===== src/hdl/lgr_pkg.sv =====
// Shared constants for the Life row-stream generation block.
`timescale 1ns / 1ps

package lgr_pkg;

    // Configuration register and APB port geometry
    localparam int GW_BITS        = 7;
    localparam int APB_AW         = 2;
    localparam int APB_DW         = 32;
    localparam logic [GW_BITS-1:0] GRID_WIDTH_RST = 7'd64;

    // Row geometry and output buffering
    localparam int MAX_WIDTH_DEF  = 64;
    localparam int OUTQ_DEPTH     = 2;

endpackage


===== src/hdl/lgr_cell.sv =====
// One lane: the B3/S23 rule for a single cell from its 3x3 neighborhood.
`timescale 1ns / 1ps

module lgr_cell
(
    input  logic [2:0] up,
    input  logic [2:0] mid,
    input  logic [2:0] dn,
    output logic       alive_next
);

    logic [3:0] ncount;

    always_comb
    begin
        ncount = 4'(up[0]) + 4'(up[1]) + 4'(up[2])
               + 4'(mid[0]) + 4'(mid[2])
               + 4'(dn[0]) + 4'(dn[1]) + 4'(dn[2]);
        alive_next = (ncount == 4'd3) || (mid[1] && (ncount == 4'd2));
    end

endmodule


===== src/hdl/lgr_row.sv =====
// Row of lanes: masks the three input rows, runs one lane per column, merges the row.
`timescale 1ns / 1ps

module lgr_row
#(
    parameter int MAX_WIDTH = lgr_pkg::MAX_WIDTH_DEF
)
(
    input  logic [MAX_WIDTH-1:0]        up_row,
    input  logic [MAX_WIDTH-1:0]        mid_row,
    input  logic [MAX_WIDTH-1:0]        dn_row,
    input  logic [lgr_pkg::GW_BITS-1:0] width,
    output logic [MAX_WIDTH-1:0]        mask,
    output logic [MAX_WIDTH-1:0]        gen_row
);

    // One dead cell padded on each side
    logic [MAX_WIDTH+1:0] up_pad;
    logic [MAX_WIDTH+1:0] mid_pad;
    logic [MAX_WIDTH+1:0] dn_pad;
    logic [MAX_WIDTH-1:0] lane_out;

    assign up_pad  = {1'b0, up_row  & mask, 1'b0};
    assign mid_pad = {1'b0, mid_row & mask, 1'b0};
    assign dn_pad  = {1'b0, dn_row  & mask, 1'b0};

    for (genvar k = 0; k < MAX_WIDTH; k++)
    begin : g_lane
        localparam logic [lgr_pkg::GW_BITS-1:0] COL = lgr_pkg::GW_BITS'(k);

        assign mask[k] = (COL < width);

        lgr_cell u_cell
        (
            .up         (up_pad[k+2:k]),
            .mid        (mid_pad[k+2:k]),
            .dn         (dn_pad[k+2:k]),
            .alive_next (lane_out[k])
        );
    end

    assign gen_row = lane_out & mask;

endmodule


===== src/hdl/lgr_outq.sv =====
// Small result queue between the lane array and the output channel.
`timescale 1ns / 1ps

module lgr_outq
#(
    parameter int DATA_W = lgr_pkg::MAX_WIDTH_DEF + 2
)
(
    input  logic              clk,
    input  logic              rst_n,
    input  logic              push,
    input  logic [DATA_W-1:0] push_data,
    output logic              room,
    output logic              out_valid,
    input  logic              out_ready,
    output logic [DATA_W-1:0] out_data
);

    localparam int DEPTH = lgr_pkg::OUTQ_DEPTH;
    localparam int PTR_W = (DEPTH > 1) ? $clog2(DEPTH) : 1;
    localparam int CNT_W = $clog2(DEPTH + 1);
    localparam logic [PTR_W-1:0] LAST_PTR = PTR_W'(DEPTH - 1);
    localparam logic [CNT_W-1:0] FULL_CNT = CNT_W'(DEPTH);

    logic [DATA_W-1:0] q_mem [DEPTH];
    logic [PTR_W-1:0]  wr_ptr_reg, wr_ptr_next;
    logic [PTR_W-1:0]  rd_ptr_reg, rd_ptr_next;
    logic [CNT_W-1:0]  count_reg, count_next;
    logic              pop;

    assign out_valid = (count_reg != '0);
    assign room      = (count_reg != FULL_CNT);
    assign pop       = out_valid && out_ready;
    assign out_data  = q_mem[rd_ptr_reg];

    always_comb
    begin
        wr_ptr_next = wr_ptr_reg;
        rd_ptr_next = rd_ptr_reg;
        count_next  = count_reg;
        if (push)
        begin
            wr_ptr_next = (wr_ptr_reg == LAST_PTR) ? '0 : wr_ptr_reg + 1'b1;
        end
        if (pop)
        begin
            rd_ptr_next = (rd_ptr_reg == LAST_PTR) ? '0 : rd_ptr_reg + 1'b1;
        end
        if (push && !pop)
        begin
            count_next = count_reg + 1'b1;
        end
        else if (pop && !push)
        begin
            count_next = count_reg - 1'b1;
        end
    end

    always_ff @(posedge clk or negedge rst_n)
    begin
        if (!rst_n)
        begin
            wr_ptr_reg <= '0;
            rd_ptr_reg <= '0;
            count_reg  <= '0;
        end
        else
        begin
            wr_ptr_reg <= wr_ptr_next;
            rd_ptr_reg <= rd_ptr_next;
            count_reg  <= count_next;
        end
    end

    always_ff @(posedge clk)
    begin
        if (push)
        begin
            q_mem[wr_ptr_reg] <= push_data;
        end
    end

endmodule


===== src/hdl/life_generation_row_stream_top.sv =====
// Top level: Life B3/S23 generation over a row stream, with APB width register.
//
//  channel   direction  handshake            payload
//  -------   ---------  -------------------  ---------------------------------
//  input     in         in_valid/in_ready    cells_row, last_row
//  output    out        out_valid/out_ready  next_row, run_last, frame_end
//  config    in/out     APB psel/penable     paddr, pwdata, prdata (grid_width)
//
// One row item per cycle while the result queue has room; a row carrying last_row
// after earlier rows adds the frame tail as a second row, during which input waits, as the
// lane array computes one output row per cycle. Results pass through the result queue.
// Reset clears the held rows and starts a new frame; grid_width resets to 64.
// A two-entry result queue lets input continue while a result waits downstream.
`timescale 1ns / 1ps

module life_generation_row_stream_top
#(
    parameter int MAX_WIDTH = lgr_pkg::MAX_WIDTH_DEF
)
(
    input  logic                       clk,
    input  logic                       rst_n,

    input  logic                       psel,
    input  logic                       penable,
    input  logic                       pwrite,
    input  logic [lgr_pkg::APB_AW-1:0] paddr,
    input  logic [lgr_pkg::APB_DW-1:0] pwdata,
    output logic [lgr_pkg::APB_DW-1:0] prdata,
    output logic                       pready,

    input  logic                       in_valid,
    output logic                       in_ready,
    input  logic [MAX_WIDTH-1:0]       cells_row,
    input  logic                       last_row,

    output logic                       out_valid,
    input  logic                       out_ready,
    output logic [MAX_WIDTH-1:0]       next_row,
    output logic                       run_last,
    output logic                       frame_end
);

    localparam int GW = lgr_pkg::GW_BITS;
    localparam logic [GW-1:0] MAX_W = GW'(MAX_WIDTH);

    typedef struct packed {
        logic run_last;
        logic frame_end;
    } res_flags_t;

    logic [GW-1:0]        grid_width_reg;
    logic [GW-1:0]        width_eff;
    logic [MAX_WIDTH-1:0] row_above_reg, row_above_next;
    logic [MAX_WIDTH-1:0] row_middle_reg, row_middle_next;
    logic                 have_row_reg, have_row_next;
    logic                 tail_reg, tail_next;

    logic [MAX_WIDTH-1:0] lane_up, lane_mid, lane_dn;
    logic [MAX_WIDTH-1:0] mask;
    logic [MAX_WIDTH-1:0] gen_row;
    logic                 q_room;
    logic                 accept;
    logic                 push;
    res_flags_t           push_flags;
    res_flags_t           pop_flags;

    // ---------------- configuration ----------------
    assign pready = 1'b1;
    assign prdata = lgr_pkg::APB_DW'(grid_width_reg);

    always_ff @(posedge clk or negedge rst_n)
    begin
        if (!rst_n)
        begin
            grid_width_reg <= lgr_pkg::GRID_WIDTH_RST;
        end
        else if (psel && penable && pwrite && pready)
        begin
            grid_width_reg <= pwdata[GW-1:0];
        end
    end

    assign width_eff = (grid_width_reg > MAX_W) ? MAX_W : grid_width_reg;

    // ---------------- row window ----------------
    assign in_ready = !tail_reg && q_room;
    assign accept   = in_valid && in_ready;

    always_comb
    begin
        priority if (tail_reg)
        begin
            lane_up  = row_above_reg;
            lane_mid = row_middle_reg;
            lane_dn  = '0;
        end
        else if (!have_row_reg)
        begin
            lane_up  = '0;
            lane_mid = cells_row;
            lane_dn  = '0;
        end
        else
        begin
            lane_up  = row_above_reg;
            lane_mid = row_middle_reg;
            lane_dn  = cells_row;
        end
    end

    lgr_row #(.MAX_WIDTH(MAX_WIDTH)) u_row
    (
        .up_row  (lane_up),
        .mid_row (lane_mid),
        .dn_row  (lane_dn),
        .width   (width_eff),
        .mask    (mask),
        .gen_row (gen_row)
    );

    always_comb
    begin
        row_above_next  = row_above_reg;
        row_middle_next = row_middle_reg;
        have_row_next   = have_row_reg;
        tail_next       = tail_reg;
        push            = 1'b0;
        push_flags      = '{run_last: 1'b1, frame_end: 1'b1};

        priority if (tail_reg)
        begin
            // final row of the frame, then start over
            if (q_room)
            begin
                push            = 1'b1;
                tail_next       = 1'b0;
                row_above_next  = '0;
                row_middle_next = '0;
            end
        end
        else if (accept)
        begin
            if (!have_row_reg)
            begin
                // single-row frame emits at once; otherwise just hold the row
                push = last_row;
                if (!last_row)
                begin
                    row_above_next  = '0;
                    row_middle_next = cells_row & mask;
                    have_row_next   = 1'b1;
                end
            end
            else
            begin
                push            = 1'b1;
                push_flags      = '{run_last: !last_row, frame_end: 1'b0};
                row_above_next  = row_middle_reg & mask;
                row_middle_next = cells_row & mask;
                if (last_row)
                begin
                    tail_next     = 1'b1;
                    have_row_next = 1'b0;
                end
            end
        end
    end

    always_ff @(posedge clk or negedge rst_n)
    begin
        if (!rst_n)
        begin
            row_above_reg  <= '0;
            row_middle_reg <= '0;
            have_row_reg   <= 1'b0;
            tail_reg       <= 1'b0;
        end
        else
        begin
            row_above_reg  <= row_above_next;
            row_middle_reg <= row_middle_next;
            have_row_reg   <= have_row_next;
            tail_reg       <= tail_next;
        end
    end

    // ---------------- result queue ----------------
    lgr_outq #(.DATA_W(MAX_WIDTH + 2)) u_outq
    (
        .clk       (clk),
        .rst_n     (rst_n),
        .push      (push),
        .push_data ({gen_row, push_flags}),
        .room      (q_room),
        .out_valid (out_valid),
        .out_ready (out_ready),
        .out_data  ({next_row, pop_flags})
    );

    assign run_last  = pop_flags.run_last;
    assign frame_end = pop_flags.frame_end;

endmodule


===== config.mk =====
export PLATFORM = sky130hd
export DESIGN_NAME = life_generation_row_stream_top
export DESIGN_NICKNAME = d
export VERILOG_FILES = /design/src/hdl/lgr_pkg.sv /design/src/hdl/lgr_cell.sv /design/src/hdl/lgr_row.sv /design/src/hdl/lgr_outq.sv /design/src/hdl/life_generation_row_stream_top.sv
export SDC_FILE = /design/constraint.sdc
export NUM_CORES = 1
export LEC_CHECK = 0
export BUFFER_PORTS_ARGS = -buffer_cell sky130_fd_sc_hd__buf_2
export CORE_ASPECT_RATIO = 1.75
export CORE_MARGIN = 3
export CORE_UTILIZATION = 62
export DETAILED_ROUTE_END_ITERATION = 10
export PLACE_DENSITY_LB_ADDON = 0.25
export SYNTH_ARGS = -nofsm -noshare
export SYNTH_HDL_FRONTEND = slang
export SYNTH_SLANG_ARGS = --single-unit
export TNS_END_PERCENT = 100

===== constraint.sdc =====
create_clock -name clk -period 5.5 [get_ports clk]
set_input_delay 1.1 -clock clk [delete_from_list [all_inputs] [get_ports clk]]
set_output_delay 1.1 -clock clk [all_outputs]
set_load 0.02 [all_outputs]

# Word-level counts from Yosys, hierarchy flattened
# Memories as Yosys holds them, arrays and structs flattened.
# Cells that the tools add are included.
dict set report totals {
  memories 1
  word_cells 836
  mem_bits_rw 132
  out_inout_bits 101
  inputBits 106
  ff_bits 141
}
dict set report classes {
  eq_ne 131
  bitwise_logic 7
  reduce_logical 144
  addsub 445
  muxes 35
  magnitude_cmp 65
}
# name depth word_bits read_ports rd_ports_with_merged_regs wr line_no
set memory_table {}
lappend memory_table {u_outq.q_mem 2 66 1 0 1 lgr_outq.sv:25} ;# logic [DATA_W-1:0] q_mem [DEPTH];
# op n
set ops {}
lappend ops {{$add 4x1->4} 376}
lappend ops {{$mux 64} 15}
lappend ops {{$eq 4x2->1 const B} 128}
lappend ops {{$and 64x64->64} 6}
lappend ops {{$lt 6x7->1 const A} 32}
lappend ops {{$add 1x1->2} 63}
lappend ops {{$lt 5x7->1 const A} 16}
lappend ops {{$logic_and 1x1->1} 71}
lappend ops {{$logic_or 1x1->1} 64}
lappend ops {{$lt 4x7->1 const A} 8}
lappend ops {{$lt 3x7->1 const A} 4}
lappend ops {{$lt 1x7->1 const A} 2}
lappend ops {{$lt 2x7->1 const A} 2}
lappend ops {{$mux 1} 14}
lappend ops {{$mux 2} 5}
lappend ops {{$gt 7x7->1 const B} 1}
lappend ops {{$mux 7} 1}
lappend ops {{$reduce_bool 2->1} 3}
lappend ops {{$add 3x1->4} 1}
lappend ops {{$logic_not 1->1} 4}
lappend ops {{$add 2x1->3} 1}
lappend ops {{$ne 3x1->1 const B} 1}
lappend ops {{$reduce_and 3->1} 1}
lappend ops {{$add 1x1->1 const B} 2}
lappend ops {{other kinds (6)} 6}

# Depth between registers and ports, before layout
# Gate-level depths: netlist (run 1).
dict set report logic_depth {
  word_depth 15
  ltp_mapped 19
  mapped_depth_nobuf 16
}

# Hierarchy
# A second synthesis (run 1) with hierarchy kept.
dict set report unflattened {
  hier_cells 2532
  hier_area_um2 26847.0
}
# mod seq_area_each_um2 cells_each instances area_each_um2
set modules_own_cells {}
lappend modules_own_cells {{lgr_cell at u_row.g_lane[0].u_cell ...} 0.0 17 53 177.7}
lappend modules_own_cells {life_generation_row_stream_top 3429.5 836 1 8170.3}
lappend modules_own_cells {lgr_outq 4063.9 221 1 5064.9}
lappend modules_own_cells {lgr_row 0.0 387 1 2406.1}
lappend modules_own_cells {{lgr_cell at u_row.g_lane[17].u_cell ...} 0.0 17 11 162.7}

# Worst setup path after synthesis (run 1)
# Ideal clock, no wire load.
dict set report synth_path {
  path_kind {register to register}
  from {register grid_width_reg[2]}
  to {memory u_outq.q_mem[0][64] (netlist bit), data pin}
  path_slack_ps 791
  arrival_time_ps 4467
  period_less_slack_ps 4709
  path_buffers 2
  path_stages_with_launch 15
  path_cell_list {dfrtp_1 buf_2 buf_2 nand4b_1 a21oi_1 and3_1 ha_1 fa_1 fa_1 inv_1 fa_1 fa_1 nor3_1 mux2i_1 a2111oi_0}
}
dict set report synth_via {
  elab_chain_cells 15
}
# element line_no
set synth_lines {}
lappend synth_lines {{start, declared} life_generation_row_stream_top.sv:52} ;# logic [GW-1:0] grid_width_reg;
lappend synth_lines {{start signal, assigned} life_generation_row_stream_top.sv:76} ;# grid_width_reg <= lgr_pkg::GRID_WIDTH_RST;
lappend synth_lines {{start signal, assigned} life_generation_row_stream_top.sv:80} ;# grid_width_reg <= pwdata[GW-1:0];
lappend synth_lines {{$gt 7x7->1} life_generation_row_stream_top.sv:84} ;# assign width_eff = (grid_width_reg > MAX_W) ? MAX_W : grid_width_reg;
lappend synth_lines {{$mux 7 *} life_generation_row_stream_top.sv:84}
lappend synth_lines {{$lt 6x7->1} lgr_row.sv:31} ;# assign mask[k] = (COL < width);
lappend synth_lines {{$and 64x64->64} lgr_row.sv:23} ;# assign up_pad = {1'b0, up_row & mask, 1'b0};
lappend synth_lines {{$add 1x1->2} lgr_cell.sv:16} ;# ncount = 4'(up[0]) + 4'(up[1]) + 4'(up[2])
lappend synth_lines {{$add 4x1->4} lgr_cell.sv:16}
lappend synth_lines {{$add 4x1->4 (2 in a row)} lgr_cell.sv:17} ;# + 4'(mid[0]) + 4'(mid[2])
lappend synth_lines {{$add 4x1->4 (3 in a row)} lgr_cell.sv:18} ;# + 4'(dn[0]) + 4'(dn[1]) + 4'(dn[2]);
lappend synth_lines {{$eq 4x2->1} lgr_cell.sv:19} ;# alive_next = (ncount == 4'd3) || (mid[1] && (ncount == 4'd2));
lappend synth_lines {{$logic_and 1x1->1} lgr_cell.sv:19}
lappend synth_lines {{$logic_or 1x1->1} lgr_cell.sv:19}
lappend synth_lines {{$and 64x64->64 *} lgr_row.sv:42} ;# assign gen_row = lane_out & mask;
lappend synth_lines {{via gen_row[62]} life_generation_row_stream_top.sv:61} ;# logic [MAX_WIDTH-1:0] gen_row;
lappend synth_lines {{end, declared} lgr_outq.sv:25}
# Mark *: on every way through the listed nets, which the timed path passes. The rest lies on a longest branch.

# Worst setup path after layout (run 1)
dict set report layout_path {
  from {register grid_width_reg[4]}
  to {memory u_outq.q_mem[0][34] (netlist bit), data pin}
}
dict set report layout_via {
  elab_chain_cells 15
}
# element line_no
set layout_lines {}
lappend layout_lines {{$gt 7x7->1} life_generation_row_stream_top.sv:84}
lappend layout_lines {{$mux 7 *} life_generation_row_stream_top.sv:84}
lappend layout_lines {{$lt 5x7->1 / $lt 6x7->1 (equally long branches)} lgr_row.sv:31}
lappend layout_lines {{$and 64x64->64} lgr_row.sv:23}
lappend layout_lines {{$add 1x1->2} lgr_cell.sv:16}
lappend layout_lines {{$add 4x1->4} lgr_cell.sv:16}
lappend layout_lines {{$add 4x1->4 (2 in a row)} lgr_cell.sv:17}
lappend layout_lines {{$add 4x1->4 (3 in a row)} lgr_cell.sv:18}
lappend layout_lines {{$eq 4x2->1} lgr_cell.sv:19}
lappend layout_lines {{$logic_and 1x1->1} lgr_cell.sv:19}
lappend layout_lines {{$logic_or 1x1->1} lgr_cell.sv:19}
lappend layout_lines {{$and 64x64->64 *} lgr_row.sv:42}
lappend layout_lines {{via gen_row[32]} life_generation_row_stream_top.sv:61}
# Marked as above.

==> results of run 1 <==
==> how the worst max path moves through the flow <==
stage | cells past startpoint | to | slack [ns] | startpoint
after CTS | 14 | u_outq.q_mem[0][34]$_DFFE_PP_ | 0.008 | grid_width_reg[4]$_DFFE_PN0P_
after global routing | 13 | u_outq.q_mem[0][34]$_DFFE_PP_ | 0.01 | tail_reg$_DFF_PN0_
after floorplan | 14 | u_outq.q_mem[0][64]$_DFFE_PP_ | 0.79 | grid_width_reg[2]$_DFFE_PN0P_
final | 14 | u_outq.q_mem[0][34]$_DFFE_PP_ | 0.13 | grid_width_reg[4]$_DFFE_PN0P_
after detailed placement | 13 | u_outq.q_mem[1][64]$_DFFE_PP_ | -0.17 | grid_width_reg[1]$_DFFE_PN0P_
after global placement | 13 | u_outq.q_mem[0][64]$_DFFE_PP_ | 0.06 | grid_width_reg[1]$_DFFE_PN0P_
==> synth_stat cells, types with 3 or more instances <==
cell / count / share of area [%]
sky130_fd_sc_hd__mux2i_1: 65 / 2.7
sky130_fd_sc_hd__a32o_1: 109 / 4.5
sky130_fd_sc_hd__or3_1: 3 / 0.078
sky130_fd_sc_hd__o21ai_1: 5 / 0.10
sky130_fd_sc_hd__a2111oi_0: 73 / 2.6
sky130_fd_sc_hd__clkbuf_1: 50 / 0.78
sky130_fd_sc_hd__edfxtp_1: 132 / 16
sky130_fd_sc_hd__and2_1: 17 / 0.44
sky130_fd_sc_hd__mux2_2: 86 / 4.0
sky130_fd_sc_hd__xnor2_1: 32 / 1.2
sky130_fd_sc_hd__nand2b_1: 13 / 0.34
sky130_fd_sc_hd__nor4_1: 17 / 0.44
sky130_fd_sc_hd__buf_4: 29 / 0.90
sky130_fd_sc_hd__a21boi_0: 5 / 0.16
sky130_fd_sc_hd__inv_1: 419 / 6.5
sky130_fd_sc_hd__nor2b_1: 32 / 0.83
sky130_fd_sc_hd__and3_1: 14 / 0.36
sky130_fd_sc_hd__or4_1: 4 / 0.12
sky130_fd_sc_hd__nand2_1: 186 / 2.9
sky130_fd_sc_hd__nand3_1: 83 / 1.7
sky130_fd_sc_hd__ha_1: 131 / 6.8
sky130_fd_sc_hd__a31oi_1: 22 / 0.57
sky130_fd_sc_hd__o211ai_1: 5 / 0.16
sky130_fd_sc_hd__a21oi_1: 99 / 2.0
sky130_fd_sc_hd__buf_2: 24 / 0.50
sky130_fd_sc_hd__a21o_1: 19 / 0.59
sky130_fd_sc_hd__o21ai_0: 48 / 0.99
sky130_fd_sc_hd__dfrtp_1: 140 / 14
sky130_fd_sc_hd__nor3_1: 39 / 0.81
sky130_fd_sc_hd__xor2_1: 3 / 0.11
sky130_fd_sc_hd__or2_2: 30 / 0.78
sky130_fd_sc_hd__and3b_1: 15 / 0.54
sky130_fd_sc_hd__buf_1: 21 / 0.33
sky130_fd_sc_hd__nor2_1: 158 / 2.5
sky130_fd_sc_hd__fa_1: 251 / 21
==> report_power, final <==
| group | internal, mW | switching, mW | total, mW |
|---|---|---|---|
| clock | 1.31 | 0.889 | 2.20 |
| combinational | 4.67 | 7.05 | 11.7 |
| sequential | 3.46 | 0.484 | 3.95 |
==> routing by layer <==
layer  part of all wire [%]  vias up  global-route usage, %  wire length, um
met5                  0.018        -                      0               12
met3                    6.9      272                  4.559             4573
met2                     52      819                  57.73            34940
li1                       -     8562                      -                -
met1                     34     9634                  36.04            22670
met4                    6.8        2                  19.77             4538
==> logic make-up after synthesis <==
logic type / count (synthesis) / synth area share [%]
AO/OA/AOI/OAI: 401 / 12.32
XOR/XNOR: 35 / 1.267
adder cells (fa/ha/maj): 382 / 27.55
buffers and inverters: 544 / 9.046
flip-flops: 273 / 30.98
multiplexers: 151 / 6.693
other: 2 / 0.03104
AND/OR/NAND/NOR: 619 / 12.12
==> layout make-up <==
class	count	area (um^2)	area share, %
diodes	7	17.52	0.06492
multi-input cells	1614	14660	54.34
flip-flops and latches	273	7496	27.78
clock buffers	34	754.5	2.796
repair buffers	254	1593	5.903
clock inverters	19	279.0	1.034
inverters	419	1573	5.829
well taps	485	606.8	2.249
==> critical path, cell delays in order (launching register included) <==
cell	delay, ns
sky130_fd_sc_hd__dfrtp_1	0.56
sky130_fd_sc_hd__buf_4	0.27
sky130_fd_sc_hd__or4_1	0.56
sky130_fd_sc_hd__a21o_1	0.24
sky130_fd_sc_hd__nand2_1	0.21
sky130_fd_sc_hd__nor2_1	0.10
sky130_fd_sc_hd__fa_1	0.53
sky130_fd_sc_hd__inv_1	0.05
sky130_fd_sc_hd__fa_1	0.46
sky130_fd_sc_hd__fa_1	0.45
sky130_fd_sc_hd__fa_1	0.41
sky130_fd_sc_hd__nor3_1	0.24
sky130_fd_sc_hd__mux2i_1	0.12
sky130_fd_sc_hd__a2111oi_1	0.79
sky130_fd_sc_hd__buf_4	0.24
==> layout by cell type (no fill, tap or decap), types with 32 or more instances in the layout <==
cell type	netlist	layout
sky130_fd_sc_hd__dfrtp_1	140	138
sky130_fd_sc_hd__nor2b_1	32	32
sky130_fd_sc_hd__a32o_1	109	109
sky130_fd_sc_hd__nor2_1	158	156
sky130_fd_sc_hd__nor3_1	39	39
sky130_fd_sc_hd__nand2_1	186	186
sky130_fd_sc_hd__fa_1	251	251
sky130_fd_sc_hd__a21oi_1	99	99
sky130_fd_sc_hd__o21ai_0	48	47
sky130_fd_sc_hd__ha_1	131	131
sky130_fd_sc_hd__mux2i_1	65	65
sky130_fd_sc_hd__nand3_1	83	83
sky130_fd_sc_hd__a2111oi_0	73	68
sky130_fd_sc_hd__buf_2	24	152
sky130_fd_sc_hd__buf_4	29	96
sky130_fd_sc_hd__mux2_2	86	86
sky130_fd_sc_hd__xnor2_1	32	32
sky130_fd_sc_hd__inv_1	419	419
sky130_fd_sc_hd__edfxtp_1	132	132
==> what timing repair did <==
action / in CTS / in global routing
gates cloned: 0 / 0
buffers inserted: 2 / 0
endpoints found under the setup margin: 4 / 16
gates resized for setup: 0 / 9
pin swaps: 1 / 1
==> through the flow <==
stage               utilization, %  setup slack (ns)  hold WS, ns  setup TNS, ns
floorplan                        -            0.7910       0.4497              0
global placement             67.23           0.06094       0.4665              0
detailed placement           67.23           -0.1653       0.4738        -0.3306
CTS                          69.95          0.007904       0.4872              0
global route                 70.05           0.01144       0.5079              0
finish                       70.07            0.1302       0.4854              0
==> summary.md, run 1 <==
| Metric | Value |
|---|---|
| End of the worst hold path | `row_above_reg[9]$_DFFE_PN0P_` |
| Sum of net half-perimeters after detailed placement | `50.33 mm` |
| Upper clock frequency limit | `186.2 MHz` |
| Clock tree from TritonCTS | `yes` |
| Setup Skew | `0.02150 ns` |
| Total Die Area | `41520 um^2` |
| Count of cells along the worst hold path | `1` |
| Post-layout min period | `5.370 ns` |
| Average detailed-routed wire length per instance | `21.49 um` |
| Number of design rule violations left after detail routing | `0` |
| Maximum clock insertion buffer count | `3` |
| Logic depth of the worst register-to-register path | `14` |
| Sequential area share after synthesis | `30.98%` |
| Overall via count from detail_route | `19290` |
| Number of instances in the synthesized netlist | `2407` |
| Reg2reg setup slack | `0.13 ns` |
| Flip-flop count of the largest register, all copies and words added | `132` |
| Fraction of final layout cells sized beyond drive strength 1 | `16.65%` |
| Reg-to-Reg Start | `grid_width_reg[4]$_DFFE_PN0P_` |
| Crit share post-route | `97.63%` |
| Die extent in x | `155.3 um` |
| Placement-stage cell area | `25890 um^2` |
| Design Area, Final | `26980 um^2` |
| Post-synth ARST share | `51.65%` |
| Required time worst endpoint | `5.95 ns` |
| Average vias per placed instance | `6.212` |
| Number of nets at the end of the flow | `3079` |
| Area of the core region | `38510 um^2` |
| Placement row count | `95` |
| Via count of the first global-routing pass | `20850` |
| Clock transition time at the flip-flop clock pins of the worst setup and hold paths | `0.07 ns` |
| Count of pins over their slew limit | `0` |
| Distinct cells, synth | `57` |
| Endpoint arrival time on the critical path | `5.82 ns` |
| Number of buffers created by CTS | `29` |
| Initial antenna violation count | `9` |
| Number of warnings printed during yosys synthesis | `0` |
| Clk_lat worst skew | `0.58 ns` |
| Maximum number of pins on one net before global-route repair | `130` |
| Most used DFF post-synth | `sky130_fd_sc_hd__dfrtp_1` |
| Category of the worst setup path launch point | `register` |
| GRT Resource Usage Total | `32.25%` |
| Gr ovfl total | `0` |
| Clock H-tree levels | `1` |
| PwrDens | `662.3 nW/um^2` |
| Max-cap violation count | `0` |
| Number of flip-flops and latches in the synthesized netlist | `273` |
| Unrepaired setup endpoints after global routing | `no` |
| Critical path fanouts, max | `10` |
| Ports | `207` |
| Area growth, synth to finish | `11.54%` |
| Syn Std Cell Area | `24190 um^2` |
| Total power | `17.87 mW` |
| Path category of the worst min-delay check | `reg2reg` |
| Critical hold path startpoint | `row_above_reg[9]$_DFFE_PN0P_` |
| First-pass GRT wire length | `105.9 mm` |
| Maximum vdd drop | `0.8237 mV` |
| Slew Limit Headroom | `25.56%` |
| Leakage dissipation | `12.67 nW` |
| Initial Util | `62.81%` |
| Initial DRC count | `1362` |
| Count of endpoints failing hold in the final timing report | `0` |
| Critical path class | `reg2reg` |
| Synthesized area divided by synthesized cell count | `10.05 um^2` |
| DRT antenna net count | `0` |
| Capturing element type of the critical path | `register` |
| Final weighted congestion in routability-driven placement | `0.9491` |
| Status | `finished, final reports clean` |
| Critical R2R Capture | `u_outq.q_mem[0][34]$_DFFE_PP_` |
| Chip Height | `267.3 um` |
| Total detailed-routing wirelength | `66.74 mm` |
| First-pass iteration count of the detailed router | `7` |
| Count of input and output buffers | `153` |
| Num Clock Sinks | `273` |
| Worst-Margin Slew | `1.114 ns` |
| Count of placed standard cells including taps | `3043` |
| CTS Hold Bufs | `0` |
| Final-report setup violation count | `0` |
| Clock root buffer | `sky130_fd_sc_hd__clkbuf_16` |
| Count of flip-flops with a built-in enable after synthesis | `132` |
| Final Instance Count excl. Fillers | `3105` |
| Total of fill cells in the finished design | `2921` |
No activity file was read; power rests on OpenSTA's default activity.
==> inputs of run 2 (changes only) <==
--- a/config.mk
+++ b/config.mk
@@ -6,9 +6,11 @@
 export NUM_CORES = 1
 export LEC_CHECK = 0
 export BUFFER_PORTS_ARGS = -buffer_cell sky130_fd_sc_hd__buf_2
+export CELL_PAD_IN_SITES_DETAIL_PLACEMENT = 0
+export CELL_PAD_IN_SITES_GLOBAL_PLACEMENT = 1
 export CORE_ASPECT_RATIO = 1.75
 export CORE_MARGIN = 3
-export CORE_UTILIZATION = 62
+export CORE_UTILIZATION = 49
 export DETAILED_ROUTE_END_ITERATION = 10
 export PLACE_DENSITY_LB_ADDON = 0.25
 export SYNTH_ARGS = -nofsm -noshare
==> run 2 against run 1 <==
Net effect:
- fmax increased by 1.3%
- first-iteration DRC count decreased by 23%
- clock skew about the same
- highest routed layer unchanged
- utilization decreased by 14 points
- largest cell class unchanged
==> summary.md, run 2 (synthesized netlist as in run 1, its figures left out) <==
| Metric | Value |
|---|---|
| Total Die Area | `52180 um^2 (+26%)` |
| PwrDens | `657.3 nW/um^2 (-0.77%)` |
| Clock root buffer | `sky130_fd_sc_hd__clkbuf_16` |
| Area of the core region | `48730 um^2 (+27%)` |
| Count of input and output buffers | `153 (unchanged)` |
| Leakage dissipation | `12.75 nW (+0.68%)` |
| Ports | `207 (unchanged)` |
| Clock tree from TritonCTS | `yes` |
| CP peak stage delay | `0.86 ns (+0.07 ns)` |
| Slew Limit Headroom | `24.72% (-0.84 points)` |
| Design Area, Final | `27330 um^2 (+1.3%)` |
| Maximum vdd drop | `0.7074 mV (-14%)` |
| Maximum clock insertion buffer count | `3 (unchanged)` |
| Unrepaired setup endpoints after global routing | `no` |
| Logic depth of the worst register-to-register path | `16 (+2)` |
| Number of buffers created by CTS | `30 (+3.4%)` |
| Post-layout min period | `5.299 ns (-0.07048 ns)` |
| Flip-flop count of the largest register, all copies and words added | `132 (unchanged)` |
| Sum of net half-perimeters after detailed placement | `52.80 mm (+4.9%)` |
| Endpoint arrival time on the critical path | `5.76 ns (-0.06 ns)` |
| Placement-stage cell area | `26160 um^2 (+1.0%)` |
| Final-report setup violation count | `0 (unchanged)` |
| Count of pins over their slew limit | `0 (unchanged)` |
| Maximum number of pins on one net before global-route repair | `85 (-35%)` |
| Total detailed-routing wirelength | `68.97 mm (+3.3%)` |
| Status | `finished, final reports clean` |
| GRT Resource Usage Total | `26.71% (-5.5 points)` |
| Number of nets at the end of the flow | `3094 (+0.49%)` |
| Worst path cell trace | `nor2_1, nor2_1, o211ai_1, buf_4, inv_1, fa_1, inv_1, fa_1, inv_1, fa_1, inv_1, fa_1, a2111oi_0, a21oi_1, a2111oi_0, buf_4` |
| Path category of the worst min-delay check | `in2async` |
| Number of design rule violations left after detail routing | `0 (unchanged)` |
| Overall via count from detail_route | `18840 (-2.4%)` |
| Reg2reg setup slack | `0.20 ns (+0.07 ns)` |
| Initial DRC count | `1046 (-23%)` |
| Fraction of final layout cells sized beyond drive strength 1 | `17.30% (+0.65 points)` |
| Critical R2R Capture | `u_outq.q_mem[0][61]$_DFFE_PP_` |
| Clock H-tree levels | `1 (unchanged)` |
| Average vias per placed instance | `5.734 (-7.7%)` |
| Critical path fanouts, max | `18 (+8)` |
| Required time worst endpoint | `5.96 ns (about the same)` |
| Count of endpoints failing hold in the final timing report | `0 (unchanged)` |
| Via count of the first global-routing pass | `20270 (-2.8%)` |
| Placement row count | `107 (+13%)` |
| Chip Height | `299.9 um (+12%)` |
| First-pass GRT wire length | `109.9 mm (+3.8%)` |
| Number of buffer and inverter stages on the critical path | `6 (+3)` |
| Num Clock Sinks | `273 (unchanged)` |
| Initial antenna violation count | `5 (-4)` |
| Area growth, synth to finish | `12.97%` |
| Final weighted congestion in routability-driven placement | `0.8895 (-6.3%)` |
| DRT antenna net count | `0 (unchanged)` |
| Category of the worst setup path launch point | `register` |
| Crit-path leading delay family | `compound AO/OA/AOI/OAI gates` |
| Most common cell after layout, fill and taps aside | `sky130_fd_sc_hd__inv_1` |
| Clk_lat worst skew | `0.60 ns (+0.02 ns)` |
| Clock transition time at the flip-flop clock pins of the worst setup and hold paths | `0.07 ns (about the same)` |
| Initial Util | `49.64% (-13 points)` |
| CTS Hold Bufs | `0 (unchanged)` |
| Crit share post-route | `96.35% (-1.3 points)` |
| Reg-to-Reg Start | `grid_width_reg[1]$_DFFE_PN0P_` |
| Total of fill cells in the finished design | `4427 (+52%)` |
| Worst-Margin Slew | `1.129 ns (+0.01536 ns)` |
| Max-cap violation count | `0 (unchanged)` |
| Gr ovfl total | `0 (unchanged)` |
| Critical path class | `reg2reg` |
| Die extent in x | `174.0 um (+12%)` |
| Area used by sequential logic in the layout | `7501 um^2 (about the same)` |
| Capturing element type of the critical path | `register` |
| Average detailed-routed wire length per instance | `21.00 um (-2.3%)` |
| First-pass iteration count of the detailed router | `5 (-2)` |
| Multi-input logic area | `14670 um^2 (about the same)` |
| Setup Skew | `0.02115 ns (-0.0003507 ns)` |
| Critical path's slowest cell | `sky130_fd_sc_hd__a2111oi_0` |
| Upper clock frequency limit | `188.7 MHz (+1.3%)` |
| Worst hold margin | `0.4909 ns (+0.005455 ns)` |
| Most frequent cells in the layout | `sky130_fd_sc_hd__inv_1, sky130_fd_sc_hd__fa_1, sky130_fd_sc_hd__nand2_1` |
==> run 2: stage by stage <==
step / util (%) / worst slack, ns / TNS (ns) / power, mW / cells
2_1_floorplan: - / 0.7910 / 0 / 11.89 / 2431
3_3_place_gp: 53.68 / -0.3078 / -1.127 / 15.02 / 3224
3_5_place_dp: 53.68 / -0.2396 / -1.160 / 15.69 / 3224
4_1_cts: 55.95 / 0.03615 / 0 / 18.09 / 3280
5_1_grt: 56.08 / 0.01811 / 0 / 19.80 / 3285
6_report: 56.08 / 0.2007 / 0 / 17.96 / 3285
==> run 2: what timing repair did <==
| action | CTS | global route |
|---|---|---|
| buffers inserted | 0 | 4 |
| endpoints found under the setup margin | 8 | 27 |
| gates cloned | 0 | 0 |
| resized for setup | 4 | 14 |
==> run 2: per-layer routing <==
metal	GRT usage, %	share of wire (%)	vias to the layer above	routed length [um]
li1	-	-	8563	-
met1	29.76	36	9552	24890
met2	50.73	54	553	37370
met3	3.134	4.8	161	3344
met4	11.66	4.8	6	3334
met5	0	0.051	-	35
==> run 2: worst max-delay path by stage <==
stage               slack, ns                          start  cells past startpoint                       endpoint
detailed placement      -0.24  grid_width_reg[1]$_DFFE_PN0P_                     14  u_outq.q_mem[0][35]$_DFFE_PP_
CTS                      0.04  grid_width_reg[2]$_DFFE_PN0P_                     15  u_outq.q_mem[0][59]$_DFFE_PP_
finish                   0.20  grid_width_reg[1]$_DFFE_PN0P_                     16  u_outq.q_mem[0][61]$_DFFE_PP_
global placement        -0.31  grid_width_reg[1]$_DFFE_PN0P_                     14  u_outq.q_mem[0][35]$_DFFE_PP_
floorplan                0.79  grid_width_reg[2]$_DFFE_PN0P_                     14  u_outq.q_mem[0][64]$_DFFE_PP_
global route             0.02  grid_width_reg[1]$_DFFE_PN0P_                     16  u_outq.q_mem[0][61]$_DFFE_PP_
==> run 2: final cells by class <==
cell class / instances / share of cell area, %
Multi-Input combinational cell: 1614 / 53.69
Sequential cell: 273 / 27.45
Timing Repair Buffer: 268 / 6.075
Inverter: 419 / 5.769
Tap cell: 654 / 2.994
Clock buffer: 33 / 2.903
Clock inverter: 23 / 1.113
Antenna cell: 1 / 0.009157
==> run 2: worst reg2reg max path, stage by stage, from the launching register on <==
cell and delay [ns]:
sky130_fd_sc_hd__dfrtp_1 0.74, sky130_fd_sc_hd__nor2_1 0.26, sky130_fd_sc_hd__nor2_1 0.58, sky130_fd_sc_hd__o211ai_1 0.27, sky130_fd_sc_hd__buf_4 0.22, sky130_fd_sc_hd__inv_1 0.08, sky130_fd_sc_hd__fa_1 0.39, sky130_fd_sc_hd__inv_1 0.07
sky130_fd_sc_hd__fa_1 0.40, sky130_fd_sc_hd__inv_1 0.08, sky130_fd_sc_hd__fa_1 0.18, sky130_fd_sc_hd__inv_1 0.05, sky130_fd_sc_hd__fa_1 0.37, sky130_fd_sc_hd__a2111oi_0 0.29, sky130_fd_sc_hd__a21oi_1 0.08, sky130_fd_sc_hd__a2111oi_0 0.86
sky130_fd_sc_hd__buf_4 0.24
==> run 2: power breakdown <==
part	total [mW]	switching, mW	internal [mW]
Combinational	11.6	6.96	4.68
Sequential	4.02	0.564	3.46
Clock	2.30	0.929	1.37
